## config.mk

```make
export PLATFORM = sky130hd
export DESIGN_NAME = coefficient_rejection_sampler
export DESIGN_NICKNAME = d
export VERILOG_FILES = /design/src/rtl/core/crs_pkg.sv /design/src/rtl/core/crs_front.sv /design/src/rtl/core/crs_queue.sv /design/src/rtl/core/crs_back.sv /design/src/rtl/core/coefficient_rejection_sampler.sv
export VERILOG_INCLUDE_DIRS = /design/src /design/src/rtl/core
export SDC_FILE = /design/constraint.sdc
export NUM_CORES = 1
export LEC_CHECK = 0
export CORE_MARGIN = 3
export CORE_UTILIZATION = 50
export CTS_CLUSTER_DIAMETER = 100
export DETAILED_ROUTE_END_ITERATION = 16
export DONT_BUFFER_PORTS = 1
export SLEW_MARGIN = 20
export SYNTH_ARGS = -nofsm -noshare
export SYNTH_HDL_FRONTEND = slang
export SYNTH_SLANG_ARGS = --single-unit
```

## constraint.sdc

```tcl
create_clock -name clk -period 22.1 [get_ports clk]
set_input_delay 0 -clock clk [delete_from_list [all_inputs] [get_ports clk]]
set_output_delay 0 -clock clk [all_outputs]
set_load 0.02 [all_outputs]
```

## src/rtl/core/coefficient_rejection_sampler_assert.svh

```systemverilog
// assertion macros for the coefficient rejection sampler
// expects clk and rst_n in the scope where a macro is used
`ifndef COEFFICIENT_REJECTION_SAMPLER_ASSERT_SVH
`define COEFFICIENT_REJECTION_SAMPLER_ASSERT_SVH

// condition that holds at every clock edge out of reset
`define CRS_ASSERT_ALWAYS(lbl, cond, msg) \
    lbl: assert property (@(posedge clk) disable iff (!rst_n) (cond)) else $error(msg);

// condition that implies another at the same edge
`define CRS_ASSERT_IMPLY(lbl, ante, cons, msg) \
    lbl: assert property (@(posedge clk) disable iff (!rst_n) (ante) |-> (cons)) else $error(msg);

`endif

```

## src/rtl/core/crs_pkg.sv

```systemverilog
// shared types, constants and helpers for the coefficient rejection sampler
// no dependencies
`default_nettype none

package crs_pkg;

    localparam int unsigned CNT_W      = 9;
    localparam int unsigned IDX_W      = 8;
    localparam int unsigned COEF_W     = 23;
    localparam int unsigned VAL_W      = 20;
    localparam int unsigned MOD_W      = 22;
    localparam int unsigned GAMMA_W    = 19;
    localparam int unsigned CFG_DATA_W = 22;
    localparam int unsigned CFG_IDX_W  = 4;
    localparam int unsigned QDEPTH     = 4;

    localparam logic              MODE_WIDE        = 1'b1;
    localparam logic [3:0]        NIB_REJECT       = 4'hF;
    localparam logic [2:0]        GROUP_FULL       = 3'd4;
    localparam logic [MOD_W-1:0]  MODULUS_RESET    = 22'd4194303;
    localparam logic [GAMMA_W-1:0] RANGE_HALF_RESET = 19'd262144;
    localparam logic [CNT_W-1:0]  COEFF_COUNT_RESET = 9'd256;

    typedef enum logic [CFG_IDX_W-1:0] {
        REG_SAMPLE_MODE = 4'd0,
        REG_MODULUS     = 4'd1,
        REG_RANGE_HALF  = 4'd2,
        REG_COEFF_COUNT = 4'd3
    } reg_index_t;

    typedef struct packed {
        logic               mode;
        logic [MOD_W-1:0]   modulus;
        logic [GAMMA_W-1:0] range_half;
        logic [CNT_W-1:0]   lim;
    } cfg_t;

    typedef struct packed {
        logic [VAL_W-1:0] value;
        logic [IDX_W-1:0] index;
        logic             done;
    } slot_t;

    typedef struct packed {
        logic [1:0] emit;
        slot_t      slot1;
        slot_t      slot0;
    } entry_t;

    function automatic logic [2:0] mod5(input logic [3:0] v);
        logic [2:0] r;
        case (v)
            4'd0, 4'd5, 4'd10, 4'd15: r = 3'd0;
            4'd1, 4'd6, 4'd11:        r = 3'd1;
            4'd2, 4'd7, 4'd12:        r = 3'd2;
            4'd3, 4'd8, 4'd13:        r = 3'd3;
            4'd4, 4'd9, 4'd14:        r = 3'd4;
            default:                  r = 3'd0;
        endcase
        return r;
    endfunction

endpackage

`default_nettype wire

```

## src/rtl/core/crs_front.sv

```systemverilog
// front end: takes bytes, keeps the five-byte group and the coefficient count,
// classifies candidates and pushes them to the queue; uses crs_pkg
`default_nettype none

module crs_front (
    input  logic            clk,
    input  logic            rst_n,
    input  crs_pkg::cfg_t   cfg,
    input  logic            in_valid,
    output logic            in_stall,
    input  logic [7:0]      data_byte,
    input  logic            new_poly,
    input  logic            realign,
    input  logic            q_full,
    output logic            q_push,
    output crs_pkg::entry_t q_entry
);
    import crs_pkg::*;

    logic [CNT_W-1:0] cnt_reg, cnt_next;
    logic [31:0]      gbytes_reg, gbytes_next;
    logic [2:0]       gpos_reg, gpos_next;

    logic                accept;
    logic                clear;
    logic [CNT_W-1:0]    cnt_e, cnt1;
    logic [31:0]         gbytes_e;
    logic [2:0]          gpos_e;
    logic                active;
    logic                wide;
    logic                group_done;
    logic [VAL_W-1:0]    t0, t1;
    logic signed [21:0]  hi_lim, sub_val, v0, v1, r0, r1;
    logic                c0ok, c1ok, emit0, emit1;
    logic [VAL_W-1:0]    val0, val1;

    always_comb
    begin
        accept   = in_valid && !q_full;
        in_stall = q_full;
        clear    = new_poly || realign;
        cnt_e    = new_poly ? '0 : cnt_reg;
        gbytes_e = clear ? '0 : gbytes_reg;
        gpos_e   = clear ? '0 : gpos_reg;
        active   = cnt_e < cfg.lim;
        wide     = cfg.mode == MODE_WIDE;
        group_done = gpos_e == GROUP_FULL;

        t0 = gbytes_e[19:0];
        t1 = {data_byte, gbytes_e[31:20]};

        hi_lim  = $signed({1'b0, cfg.range_half, 2'b00}) - 22'sd3;
        sub_val = $signed({2'b00, cfg.range_half, 1'b0}) - 22'sd1;
        v0 = $signed({2'b00, t0});
        v1 = $signed({2'b00, t1});
        r0 = (v0 >= sub_val) ? v0 - sub_val : v0;
        r1 = (v1 >= sub_val) ? v1 - sub_val : v1;

        if (wide)
        begin
            c0ok = group_done && (v0 <= hi_lim);
            c1ok = group_done && (v1 <= hi_lim);
            val0 = r0[VAL_W-1:0];
            val1 = r1[VAL_W-1:0];
        end
        else
        begin
            c0ok = data_byte[3:0] != NIB_REJECT;
            c1ok = data_byte[7:4] != NIB_REJECT;
            val0 = VAL_W'(data_byte[3:0]);
            val1 = VAL_W'(data_byte[7:4]);
        end

        emit0 = active && c0ok;
        cnt1  = cnt_e + CNT_W'(emit0);
        emit1 = c1ok && (cnt1 < cfg.lim);

        q_entry.emit        = {emit1, emit0};
        q_entry.slot0.value = val0;
        q_entry.slot0.index = cnt_e[IDX_W-1:0];
        q_entry.slot0.done  = ({1'b0, cnt_e} + 10'd1) == {1'b0, cfg.lim};
        q_entry.slot1.value = val1;
        q_entry.slot1.index = cnt1[IDX_W-1:0];
        q_entry.slot1.done  = ({1'b0, cnt1} + 10'd1) == {1'b0, cfg.lim};
        q_push = accept && (emit0 || emit1);
    end

    always_comb
    begin
        cnt_next    = cnt_reg;
        gbytes_next = gbytes_reg;
        gpos_next   = gpos_reg;
        if (accept)
        begin
            cnt_next    = cnt1 + CNT_W'(emit1);
            gbytes_next = gbytes_e;
            gpos_next   = gpos_e;
            if (active && wide)
            begin
                if (group_done)
                begin
                    gbytes_next = '0;
                    gpos_next   = '0;
                end
                else
                begin
                    gbytes_next = gbytes_e | (32'(data_byte) << {gpos_e[1:0], 3'b000});
                    gpos_next   = gpos_e + 3'd1;
                end
            end
        end
    end

    always_ff @(posedge clk or negedge rst_n)
    begin
        if (!rst_n)
        begin
            cnt_reg    <= '0;
            gbytes_reg <= '0;
            gpos_reg   <= '0;
        end
        else
        begin
            cnt_reg    <= cnt_next;
            gbytes_reg <= gbytes_next;
            gpos_reg   <= gpos_next;
        end
    end

endmodule

`default_nettype wire

```

## src/rtl/core/crs_queue.sv

```systemverilog
// short queue of classified entries between front and back end
// uses crs_pkg
`default_nettype none

module crs_queue (
    input  logic            clk,
    input  logic            rst_n,
    input  logic            push,
    input  crs_pkg::entry_t push_entry,
    input  logic            pop,
    output crs_pkg::entry_t head,
    output logic            not_empty,
    output logic            full,
    output logic [$clog2(crs_pkg::QDEPTH+1)-1:0] count
);
    import crs_pkg::*;

    localparam int unsigned PTR_W  = (QDEPTH > 1) ? $clog2(QDEPTH) : 1;
    localparam int unsigned QCNT_W = $clog2(QDEPTH + 1);

    entry_t             entry_reg [QDEPTH];
    logic [PTR_W-1:0]   wr_ptr_reg, wr_ptr_next;
    logic [PTR_W-1:0]   rd_ptr_reg, rd_ptr_next;
    logic [QCNT_W-1:0]  count_reg, count_next;

    function automatic logic [PTR_W-1:0] bump(input logic [PTR_W-1:0] p);
        return (p == PTR_W'(QDEPTH - 1)) ? '0 : p + PTR_W'(1);
    endfunction

    always_comb
    begin
        head        = entry_reg[rd_ptr_reg];
        not_empty   = count_reg != '0;
        full        = count_reg == QCNT_W'(QDEPTH);
        count       = count_reg;
        wr_ptr_next = push ? bump(wr_ptr_reg) : wr_ptr_reg;
        rd_ptr_next = pop ? bump(rd_ptr_reg) : rd_ptr_reg;
        count_next  = count_reg + QCNT_W'(push) - QCNT_W'(pop);
    end

    always_ff @(posedge clk)
    begin
        if (push)
        begin
            entry_reg[wr_ptr_reg] <= push_entry;
        end
    end

    always_ff @(posedge clk or negedge rst_n)
    begin
        if (!rst_n)
        begin
            wr_ptr_reg <= '0;
            rd_ptr_reg <= '0;
            count_reg  <= '0;
        end
        else
        begin
            wr_ptr_reg <= wr_ptr_next;
            rd_ptr_reg <= rd_ptr_next;
            count_reg  <= count_next;
        end
    end

endmodule

`default_nettype wire

```

## src/rtl/core/crs_back.sv

```systemverilog
// back end: takes queue entries one slot at a time, forms the coefficient
// and holds it in the output register; uses crs_pkg
`default_nettype none

module crs_back (
    input  logic                                  clk,
    input  logic                                  rst_n,
    input  crs_pkg::cfg_t                         cfg,
    input  logic                                  q_valid,
    input  crs_pkg::entry_t                       q_head,
    output logic                                  q_pop,
    output logic                                  out_valid,
    input  logic                                  out_stall,
    output logic [crs_pkg::COEF_W-1:0]            coefficient,
    output logic [crs_pkg::IDX_W-1:0]             coeff_index,
    output logic                                  poly_done,
    output logic                                  last_of_item
);
    import crs_pkg::*;

    logic              slot_reg, slot_next;
    logic              valid_reg, valid_next;
    logic [COEF_W-1:0] coef_reg, coef_next;
    logic [IDX_W-1:0]  index_reg, index_next;
    logic              done_reg, done_next;
    logic              last_reg, last_next;

    logic              load;
    logic              use1;
    logic              last_now;
    slot_t             cur;

    always_comb
    begin
        load     = q_valid && (!valid_reg || !out_stall);
        use1     = slot_reg || !q_head.emit[0];
        last_now = use1 || !q_head.emit[1];
        cur      = use1 ? q_head.slot1 : q_head.slot0;
        q_pop    = load && last_now;

        if (cfg.mode == MODE_WIDE)
        begin
            coef_next = COEF_W'(cfg.modulus) + COEF_W'(cfg.range_half)
                      - COEF_W'(1) - COEF_W'(cur.value);
        end
        else
        begin
            coef_next = COEF_W'(cfg.modulus) - COEF_W'(2) + COEF_W'(mod5(cur.value[3:0]));
        end
        index_next = cur.index;
        done_next  = cur.done;
        last_next  = last_now;
        slot_next  = load ? !last_now : slot_reg;
        valid_next = load || (valid_reg && out_stall);
    end

    always_ff @(posedge clk)
    begin
        if (load)
        begin
            coef_reg  <= coef_next;
            index_reg <= index_next;
            done_reg  <= done_next;
            last_reg  <= last_next;
        end
    end

    always_ff @(posedge clk or negedge rst_n)
    begin
        if (!rst_n)
        begin
            slot_reg  <= 1'b0;
            valid_reg <= 1'b0;
        end
        else
        begin
            slot_reg  <= slot_next;
            valid_reg <= valid_next;
        end
    end

    assign out_valid    = valid_reg;
    assign coefficient  = coef_reg;
    assign coeff_index  = index_reg;
    assign poly_done    = done_reg;
    assign last_of_item = last_reg;

endmodule

`default_nettype wire

```

## src/rtl/core/coefficient_rejection_sampler.sv

```systemverilog
// Coefficient rejection sampler. One byte is taken per clock while the four-entry
// queue between front and back end has room; a byte yields zero, one or two
// coefficients, and the output register sends one coefficient per cycle while
// out_stall is low. The first coefficient of a byte passes through the queue and
// then the output register before it appears. Nothing needs clearing after
// reset. Register writes are always accepted and are registered before they
// take effect.
// top level: config registers, front end, queue, back end; uses crs_pkg,
// crs_front, crs_queue, crs_back and coefficient_rejection_sampler_assert.svh
`default_nettype none

`include "coefficient_rejection_sampler_assert.svh"

module coefficient_rejection_sampler #(
    parameter int unsigned MAX_COEFFS = 256
) (
    input  logic                              clk,
    input  logic                              rst_n,
    input  logic                              cfg_valid,
    output logic                              cfg_ready,
    input  logic [crs_pkg::CFG_IDX_W-1:0]     cfg_index,
    input  logic [crs_pkg::CFG_DATA_W-1:0]    cfg_data,
    input  logic                              in_valid,
    output logic                              in_stall,
    input  logic [7:0]                        data_byte,
    input  logic                              new_poly,
    input  logic                              realign,
    output logic                              out_valid,
    input  logic                              out_stall,
    output logic [crs_pkg::COEF_W-1:0]        coefficient,
    output logic [crs_pkg::IDX_W-1:0]         coeff_index,
    output logic                              poly_done,
    output logic                              last_of_item
);
    import crs_pkg::*;

    localparam int unsigned QCNT_W = $clog2(QDEPTH + 1);

    logic               mode_reg, mode_next;
    logic [MOD_W-1:0]   modulus_reg, modulus_next;
    logic [GAMMA_W-1:0] gamma_reg, gamma_next;
    logic [CNT_W-1:0]   count_reg, count_next;

    cfg_t               cfg;
    logic               q_push, q_pop, q_valid, q_full;
    entry_t             q_entry, q_head;
    logic [QCNT_W-1:0]  q_count;

    assign cfg_ready = 1'b1;

    always_comb
    begin
        mode_next    = mode_reg;
        modulus_next = modulus_reg;
        gamma_next   = gamma_reg;
        count_next   = count_reg;
        if (cfg_valid && cfg_ready)
        begin
            case (cfg_index)
                REG_SAMPLE_MODE: mode_next    = cfg_data[0];
                REG_MODULUS:     modulus_next = cfg_data[MOD_W-1:0];
                REG_RANGE_HALF:  gamma_next   = cfg_data[GAMMA_W-1:0];
                REG_COEFF_COUNT: count_next   = cfg_data[CNT_W-1:0];
                default:         ;
            endcase
        end
    end

    always_ff @(posedge clk or negedge rst_n)
    begin
        if (!rst_n)
        begin
            mode_reg    <= 1'b0;
            modulus_reg <= MODULUS_RESET;
            gamma_reg   <= RANGE_HALF_RESET;
            count_reg   <= COEFF_COUNT_RESET;
        end
        else
        begin
            mode_reg    <= mode_next;
            modulus_reg <= modulus_next;
            gamma_reg   <= gamma_next;
            count_reg   <= count_next;
        end
    end

    always_comb
    begin
        cfg.mode       = mode_reg;
        cfg.modulus    = modulus_reg;
        cfg.range_half = gamma_reg;
        cfg.lim        = (32'(count_reg) > MAX_COEFFS) ? CNT_W'(MAX_COEFFS) : count_reg;
    end

    crs_front u_front (
        .clk       (clk),
        .rst_n     (rst_n),
        .cfg       (cfg),
        .in_valid  (in_valid),
        .in_stall  (in_stall),
        .data_byte (data_byte),
        .new_poly  (new_poly),
        .realign   (realign),
        .q_full    (q_full),
        .q_push    (q_push),
        .q_entry   (q_entry)
    );

    crs_queue u_queue (
        .clk        (clk),
        .rst_n      (rst_n),
        .push       (q_push),
        .push_entry (q_entry),
        .pop        (q_pop),
        .head       (q_head),
        .not_empty  (q_valid),
        .full       (q_full),
        .count      (q_count)
    );

    crs_back u_back (
        .clk          (clk),
        .rst_n        (rst_n),
        .cfg          (cfg),
        .q_valid      (q_valid),
        .q_head       (q_head),
        .q_pop        (q_pop),
        .out_valid    (out_valid),
        .out_stall    (out_stall),
        .coefficient  (coefficient),
        .coeff_index  (coeff_index),
        .poly_done    (poly_done),
        .last_of_item (last_of_item)
    );

    `CRS_ASSERT_ALWAYS(a_queue_bound, q_count <= QCNT_W'(QDEPTH), "queue count past depth")
    `CRS_ASSERT_IMPLY(a_done_is_last, out_valid && poly_done, last_of_item, "done not last")
    `CRS_ASSERT_IMPLY(a_no_push_full, q_push, !q_full, "push into full queue")

endmodule

`default_nettype wire

```

==> results of run 1 <==
==> cells in the mapped netlist (24+ instances only) <==
master	number	area, um2
mux4_2	61	1374
a21oi_1	115	575.6
mux2_2	72	810.8
inv_1	129	484.2
ha_1	141	1764
xnor2_1	80	700.7
fa_1	24	480.5
edfxtp_1	273	8198
and2_1	46	287.8
nor3_1	33	165.2
dfrtp_1	80	2002
xor2_1	39	341.6
dfstp_2	24	630.6
a22o_1	31	271.5
nand3_1	41	205.2
o21ai_0	86	430.4
a21o_1	34	255.2
clkbuf_1	53	198.9
nor2b_1	26	162.7
nand2_1	124	465.5
nor2_1	106	397.9
==> final cells by class <==
cell class / count / area share
flip-flops and latches: 377 / 0.4319
inverters: 129 / 0.01930
clock inverters: 17 / 0.008528
clock buffers: 61 / 0.04758
well taps: 585 / 0.02917
multi-input cells: 1310 / 0.4297
repair buffers: 88 / 0.03381
==> logic make-up (layout without fill, tap and decap cells) <==
group / after synthesis / count (layout) / synth area share
AND/OR/NAND/NOR: 471 / 471 / 0.1056
AO/OA/AOI/OAI: 391 / 391 / 0.1121
flip-flops: 377 / 377 / 0.4848
buffers and inverters: 199 / 295 / 0.03444
adder cells (fa/ha/maj): 169 / 169 / 0.1023
multiplexers: 151 / 151 / 0.1063
XOR/XNOR: 127 / 127 / 0.05438
other: 1 / 1 / 0.0001678
==> cells in the final DEF, fill, tap and decap left out, types with 18 or more instances in the layout <==
cell	Yosys	routed
o21a_1	19	19
nand2_1	124	123
nand3_1	41	41
dlygate4sd3_1	0	67
nor3_1	33	33
inv_1	129	129
nor2_1	106	105
o21ai_0	86	86
edfxtp_1	273	273
xnor2_1	80	80
a22o_1	31	31
fa_1	24	24
nand4_1	19	19
a21oi_1	115	113
dfrtp_1	80	78
clkbuf_16	0	43
and2_1	46	43
dfstp_2	24	24
xor2_1	39	39
nand2b_1	18	18
mux2_2	72	72
buf_4	1	20
nor2b_1	26	26
ha_1	141	141
mux4_2	61	61
a21o_1	34	34
==> critical path: cells and delay by family (launching register included) <==
kind,cells,cell delay (ns)
fa+ha+maj,6,1.44
flops,1,0.54
compound gates,11,2.85
simple gates,9,2.68
xor+xnor,1,0.35
buf+inv,3,1.13
==> per-stage QoR <==
stage,instances,cell area [um2],setup slack (ns)
final,2567,25090,12.65
after global routing,2567,25090,11.83
after global placement,2421,22980,13.08
after floorplan,1886,22340,14.21
after detailed placement,2421,22980,12.75
after CTS,2567,25080,12.73
==> power by group through the flow <==
| stage | clock, mW | combinational (mW) | sequential, mW |
|---|---|---|---|
| after floorplan | 0 | 1.31 | 1.09 |
| after global placement | 0 | 1.71 | 1.15 |
| after global routing | 0.758 | 1.96 | 1.15 |
| after CTS | 0.728 | 1.77 | 1.14 |
| final | 0.710 | 1.78 | 1.14 |
| after detailed placement | 0 | 1.73 | 1.15 |
==> path summary, 6_finish.rpt <==
kind | to | slack, ns | depth (start not counted)
worst max-delay path | u_queue.entry_reg[0][56] | 12.65 | 30
worst min-delay path | u_front.cnt_reg[3] | -0.04 | 2
worst max register to register | u_queue.entry_reg[0][56] | 12.65 | 30
worst min register to register | u_front.gbytes_reg[16] | 0.47 | 2
max in group asynchronous | u_front.gbytes_reg[8] | 21.43 | 2
min in group clk | count_reg[3] | 0.04 | 2
==> layer usage <==
metal / vias up / share of wire / track usage
met1: 7673 / 0.45 / 0.3930
met2: 558 / 0.43 / 0.3941
met4: 0 / 0.032 / 0.08480
met3: 104 / 0.086 / 0.07149
li1: 7108 / - / -
met5: - / 0 / 0
==> timing repair <==
action	in CTS	in global routing
hold endpoints to repair	315	0
hold buffers	68	0
buffers inserted	0	0
==> key figures, run 1 <==
Status
  – Status: complete, but fails checks
  – Violated checks: negative hold slack

Worst setup path
  – Crit Path Class: flip-flop to flip-flop
  – CP startpoint: gamma_reg[0]
  – Worst Path Required: 22.29 ns
  – Max stage delay on crit path: 0.76 ns
  – Startpoint Class: flip-flop
  – Worst r2r src: gamma_reg[0]
  – CP arrival: 9.65 ns
  – CP Capture Type: flip-flop
  – CP max stage cell: a21oi_1
  – Crit Path Max Fanout: 46

Global routing
  – Antenna violations before repair: 0
  – Vias in the first global route: 15.38k
  – Total grt overflow: 0
  – Largest net degree at the start of global routing: 105
  – Global Route Usage Sum: 0.2689
  – First-pass GRT wire length: 95430 um

Final layout
  – Area of the multi-input gates: 10780 um2
  – Area Growth Syn to Fin: 12.30%
  – Fill cell count: 3604
  – # diodes: 0
  – Util after Layout: 0.5748
  – Layout cells sized above 1: 0.1393
  – Fin nets: 2154
  – Largest register FFs: 240
  – Storage cell area: 10840 um2

Place
  – IO buf count: 0
  – Hpwl dp: 44770 um
  – Placer Congestion: 1.006

Pwr
  – Power, Total: 3.628 mW
  – Switching pwr: 1.460 mW
  – Clk network pwr share: 0.196
  – Flop pwr share: 0.314
  – Combinational share of power: 0.491
  – Pwr dens: 144.6 nW/um2
  – Pint: 2.168 mW
  – Switching Share: 0.4025
  – IR drop worst, VDD: 0.1028 mV
  – Static leakage: 9.912 nW

STA
  – Final Cycle Share: 0.4278
  – Slew Limit Fails: 0
  – Slew HR: 0.2756
  – Final setup fails: 0
  – Final Skew: 0.02477 ns
  – Worst slew pin tran: 1.084 ns
  – Fmax: 105.8 MHz
  – Min cycle time layout: 9.454 ns
  – Setup_tns: 0 ns
  – Fin. Hold Viols: 9
  – RSZ-0062 raised after global routing: false
  – Hold WS: -0.03876 ns

Synth
  – Synth unique cells: 81
  – Post-synth design cell area: 22340 um2
  – EDFF count, synth: 273
  – YS warnings: 0
  – Synth Area per Inst: 11.85 um2
  – Register area share after synthesis: 0.4848
  – Synth Register Bits: 377
  – Syn_nets: 2092
  – Top_reg_cell synth: edfxtp_1
  – Async S/R FF share, synth: 0.2759
  – Post-Syn Instances: 1886

Floorplan
  – Core Footprint: 43650 um2
  – Initial Util: 0.5119
  – FP Rows: 76
  – Die H: 217.4 um
  – Die Footprint: 47260 um2
  – I/O Pins: 77
  – Die X: 217.4 um

Clock tree
  – CTS max path bufs: 3
  – H-tree levels: 2
  – CTS Buf Count: 42
  – Clk Latency, worst-skew pair: 0.58 ns
  – Clk pin slew, worst setup/hold paths: 0.06 ns
  – CTS Root Cell: clkbuf_16
  – Clock sink count: 377
  – Post-CTS sizing: 0
  – CTS tree: built

Worst hold path
  – Worst Hold Class: input port to asynchronous set/reset pin

Routing
  – Starting DRT DRC Count: 1473
  – DR pass1 iterations: 5
  – DR DRC count: 0
  – Vias per cell: 6.016
  – WL/cell: 24.48 um
  – Post-DRT Antenna Nets: 0
  – Drt total wl: 62840 um
  – DR vias: 15.44k

Flow run
  – MaxCap Viol Count: 0
Power figures use the tool's default switching activity.
==> inputs of run 2 (changes only) <==
--- a/config.mk
+++ b/config.mk
@@ -6,11 +6,13 @@
 export SDC_FILE = /design/constraint.sdc
 export NUM_CORES = 1
 export LEC_CHECK = 0
+export ABC_AREA = 1
 export CORE_MARGIN = 3
 export CORE_UTILIZATION = 50
 export CTS_CLUSTER_DIAMETER = 100
 export DETAILED_ROUTE_END_ITERATION = 16
 export DONT_BUFFER_PORTS = 1
+export PLACE_DENSITY = 0.68
 export SLEW_MARGIN = 20
 export SYNTH_ARGS = -nofsm -noshare
 export SYNTH_HDL_FRONTEND = slang
==> constraint.sdc (replaced) <==
create_clock -name clk -period 7.78 [get_ports clk]
set_input_delay 0 -clock clk [delete_from_list [all_inputs] [get_ports clk]]
set_output_delay 0 -clock clk [all_outputs]
set_load 0.02 [all_outputs]
==> key figures, run 2 <==
Final layout
  – Largest register FFs: 240
  – Fill cell count: 3909
  – Area Growth Syn to Fin: 11.94%
  – Commonest cells after routing, fill and taps aside: nor2_1 (391), nand2_1 (386), inv_1 (300), edfxtp_1 (273), o21ai_0 (271)
  – Area of the multi-input gates: 10540 um2
  – Fin nets: 2868
  – Storage cell area: 10840 um2
  – Layout cells sized above 1: 0.07641
  – Leading cell type in the layout, fill and taps excluded: nor2_1
  – Final Cell Area: 25590 um2
  – # diodes: 0

Clock tree
  – Clk pin slew, worst setup/hold paths: 0.06 ns
  – Clock sink count: 377
  – H-tree levels: 2
  – CTS max path bufs: 3
  – CTS Buf Count: 42
  – CTS Root Cell: clkbuf_16
  – Clk Latency, worst-skew pair: 0.58 ns
  – Post-CTS sizing: 0
  – CTS tree: built
  – Postcts setup bufs: 0
  – # hold bufs at CTS: 51

Global routing
  – First-pass GRT wire length: 103400 um
  – Vias in the first global route: 17.80k
  – Antenna violations before repair: 0
  – Total grt overflow: 0
  – Global Route Usage Sum: 0.2807
  – Largest net degree at the start of global routing: 105

Place
  – Post-DP Area: 23650 um2
  – Hpwl dp: 48820 um
  – IO buf count: 0
  – Placer Congestion: 0.9985

Worst hold path
  – Min-delay src: cfg_index[1]
  – WHS Endpoint: gamma_reg[1]
  – Worst Hold Class: input port to flip-flop
  – Hold depth: 6

Synth
  – Synth top area cells: edfxtp_1 (36%), dfrtp_1 (8.8%), ha_1 (7.7%)
  – EDFF count, synth: 273
  – Synth unique cells: 57
  – Synth Area per Inst: 8.759 um2
  – YS warnings: 0
  – Syn_nets: 2816
  – Post-synth top area share: 0.3586
  – Synth Register Bits: 377
  – Register area share after synthesis: 0.4737
  – Cell taking the most area after synthesis: edfxtp_1
  – Async S/R FF share, synth: 0.2759
  – Top_reg_cell synth: edfxtp_1
  – List of most frequent post-synthesis cells: nor2_1 (395), nand2_1 (386), inv_1 (302)
  – Top-count cell post-synth: nor2_1
  – Post-Syn Instances: 2610
  – Post-synth design cell area: 22860 um2

Routing
  – Post-DRT Antenna Nets: 0
  – WL/cell: 20.59 um
  – Starting DRT DRC Count: 1816
  – DR vias: 18.85k
  – DR pass1 iterations: 5
  – Vias per cell: 5.732
  – DR DRC count: 0
  – Drt total wl: 67710 um

Flow run
  – MaxCap Viol Count: 0

Floorplan
  – FP Rows: 77
  – Die X: 219.8 um
  – Die Footprint: 48330 um2
  – Core Footprint: 44700 um2
  – I/O Pins: 77
  – Initial Util: 0.5114
  – Die H: 219.8 um

Worst setup path
  – FF-to-FF setup slack: 0.93 ns
  – Crit Path Max Fanout: 31
  – Worst r2r src: gamma_reg[0]
  – CP delay by family, top: simple AND/OR/NAND/NOR gates
  – CP Capture Type: flip-flop
  – Worst Path Required: 8.03 ns
  – CP max stage cell: nor2_4
  – CP arrival: 7.10 ns
  – Crit Path Class: flip-flop to flip-flop
  – FF-to-FF path depth: 40
  – Worst path bufs/invs: 5
  – Critical Path Most Common Cell: nand2_1
  – Startpoint Class: flip-flop
  – RR Endpoint: u_queue.entry_reg[0][52]
  – Max stage delay on crit path: 0.51 ns

STA
  – Final Skew: 0.02451 ns
  – RSZ-0062 raised after global routing: false
  – Fin. Hold Viols: 0
  – Hold WS: 0.04036 ns
  – Slew Limit Fails: 0
  – Worst slew pin tran: 1.073 ns
  – Min cycle time layout: 6.854 ns
  – Fmax: 145.9 MHz
  – Final Cycle Share: 0.8809
  – Final setup fails: 0
  – Setup_tns: 0 ns
  – Slew HR: 0.2820

Pwr
  – Pwr dens: 405.4 nW/um2
  – Static leakage: 11.03 nW
  – IR drop worst, VDD: 0.3001 mV

Status
  – Status: finished clean
run 2: changes by cell type in the layout (fill, tap and decap cells not counted), sizes merged, moves of 29 or more:
cell	previous run	this run
nand2	124	407
nor2	106	412
a21o	34	4
xnor2	83	26
o22ai	6	63
a22o	31	2
o21ai	87	296
nand3	41	86
mux2	74	0
mux4	61	0
and2	47	1
inv	132	311
a21oi	115	181
run 2: per-layer routing:
layer	up-vias	GRT usage	share of wire
met3	133	0.06178	0.072
met1	9051	0.3718	0.42
li1	8994	-	-
met2	668	0.4488	0.46
met5	-	0	0
met4	0	0.1161	0.042
run 2: worst min-delay path, cell delays in order:
cell,delay (ns)
nand2_1,0.03
inv_1,0.06
nand3_1,0.07
buf_4,0.24
nand2_1,0.09
o21ai_0,0.07
run 2: logic make-up after synthesis:
| family | count (synthesis) | synth area share |
|---|---|---|
| other cells | 1 | 0.0001640 |
| xor+xnor | 88 | 0.03431 |
| mux | 1 | 0.0004378 |
| flops | 377 | 0.4737 |
| buf+inv | 396 | 0.06748 |
| compound gates | 621 | 0.1485 |
| simple gates | 961 | 0.1772 |
| fa+ha+maj | 165 | 0.09818 |
run 2: how the worst max path moves through the flow:
| stage | cells past startpoint | to | startpoint | slack, ns |
|---|---|---|---|---|
| 2_1_floorplan | 39 | u_queue.entry_reg[0][0] | gamma_reg[0] | 0.13 |
| 3_3_place_gp | 42 | u_queue.count[2] | gamma_reg[0] | 1.18 |
| 3_5_place_dp | 40 | u_queue.entry_reg[0][23] | gamma_reg[0] | 1.07 |
| 4_1_cts | 40 | u_queue.entry_reg[0][27] | gamma_reg[0] | 1.00 |
| 5_1_grt | 40 | u_queue.entry_reg[0][23] | gamma_reg[0] | 0.30 |
| 6_report | 40 | u_queue.entry_reg[0][52] | gamma_reg[0] | 0.93 |
run 2: through the flow:
step / utilization / total power [mW] / instances / setup WS (ns)
final: 0.5725 / 10.37 / 3288 / 0.9264
after global routing: 0.5725 / 11.21 / 3288 / 0.3028
after CTS: 0.5724 / 10.38 / 3288 / 1.001
after detailed placement: 0.5290 / 8.288 / 3159 / 1.071
after global placement: 0.5290 / 8.174 / 3159 / 1.179
after floorplan: - / 6.752 / 2610 / 0.1298
run 2: power by group:
group	switching (mW)	internal, mW
Clock	0.838	1.17
Combinational	3.59	1.66
Sequential	0.312	2.81
run 2: layout make-up:
class | instances | share of cell area
clock inverter | 23 | 0.009338
timing repair buffer | 94 | 0.03520
tap | 592 | 0.02894
sequential | 377 | 0.4234
multi-input combinational | 1837 | 0.4117
clock buffer | 55 | 0.04576
inverter | 310 | 0.04561
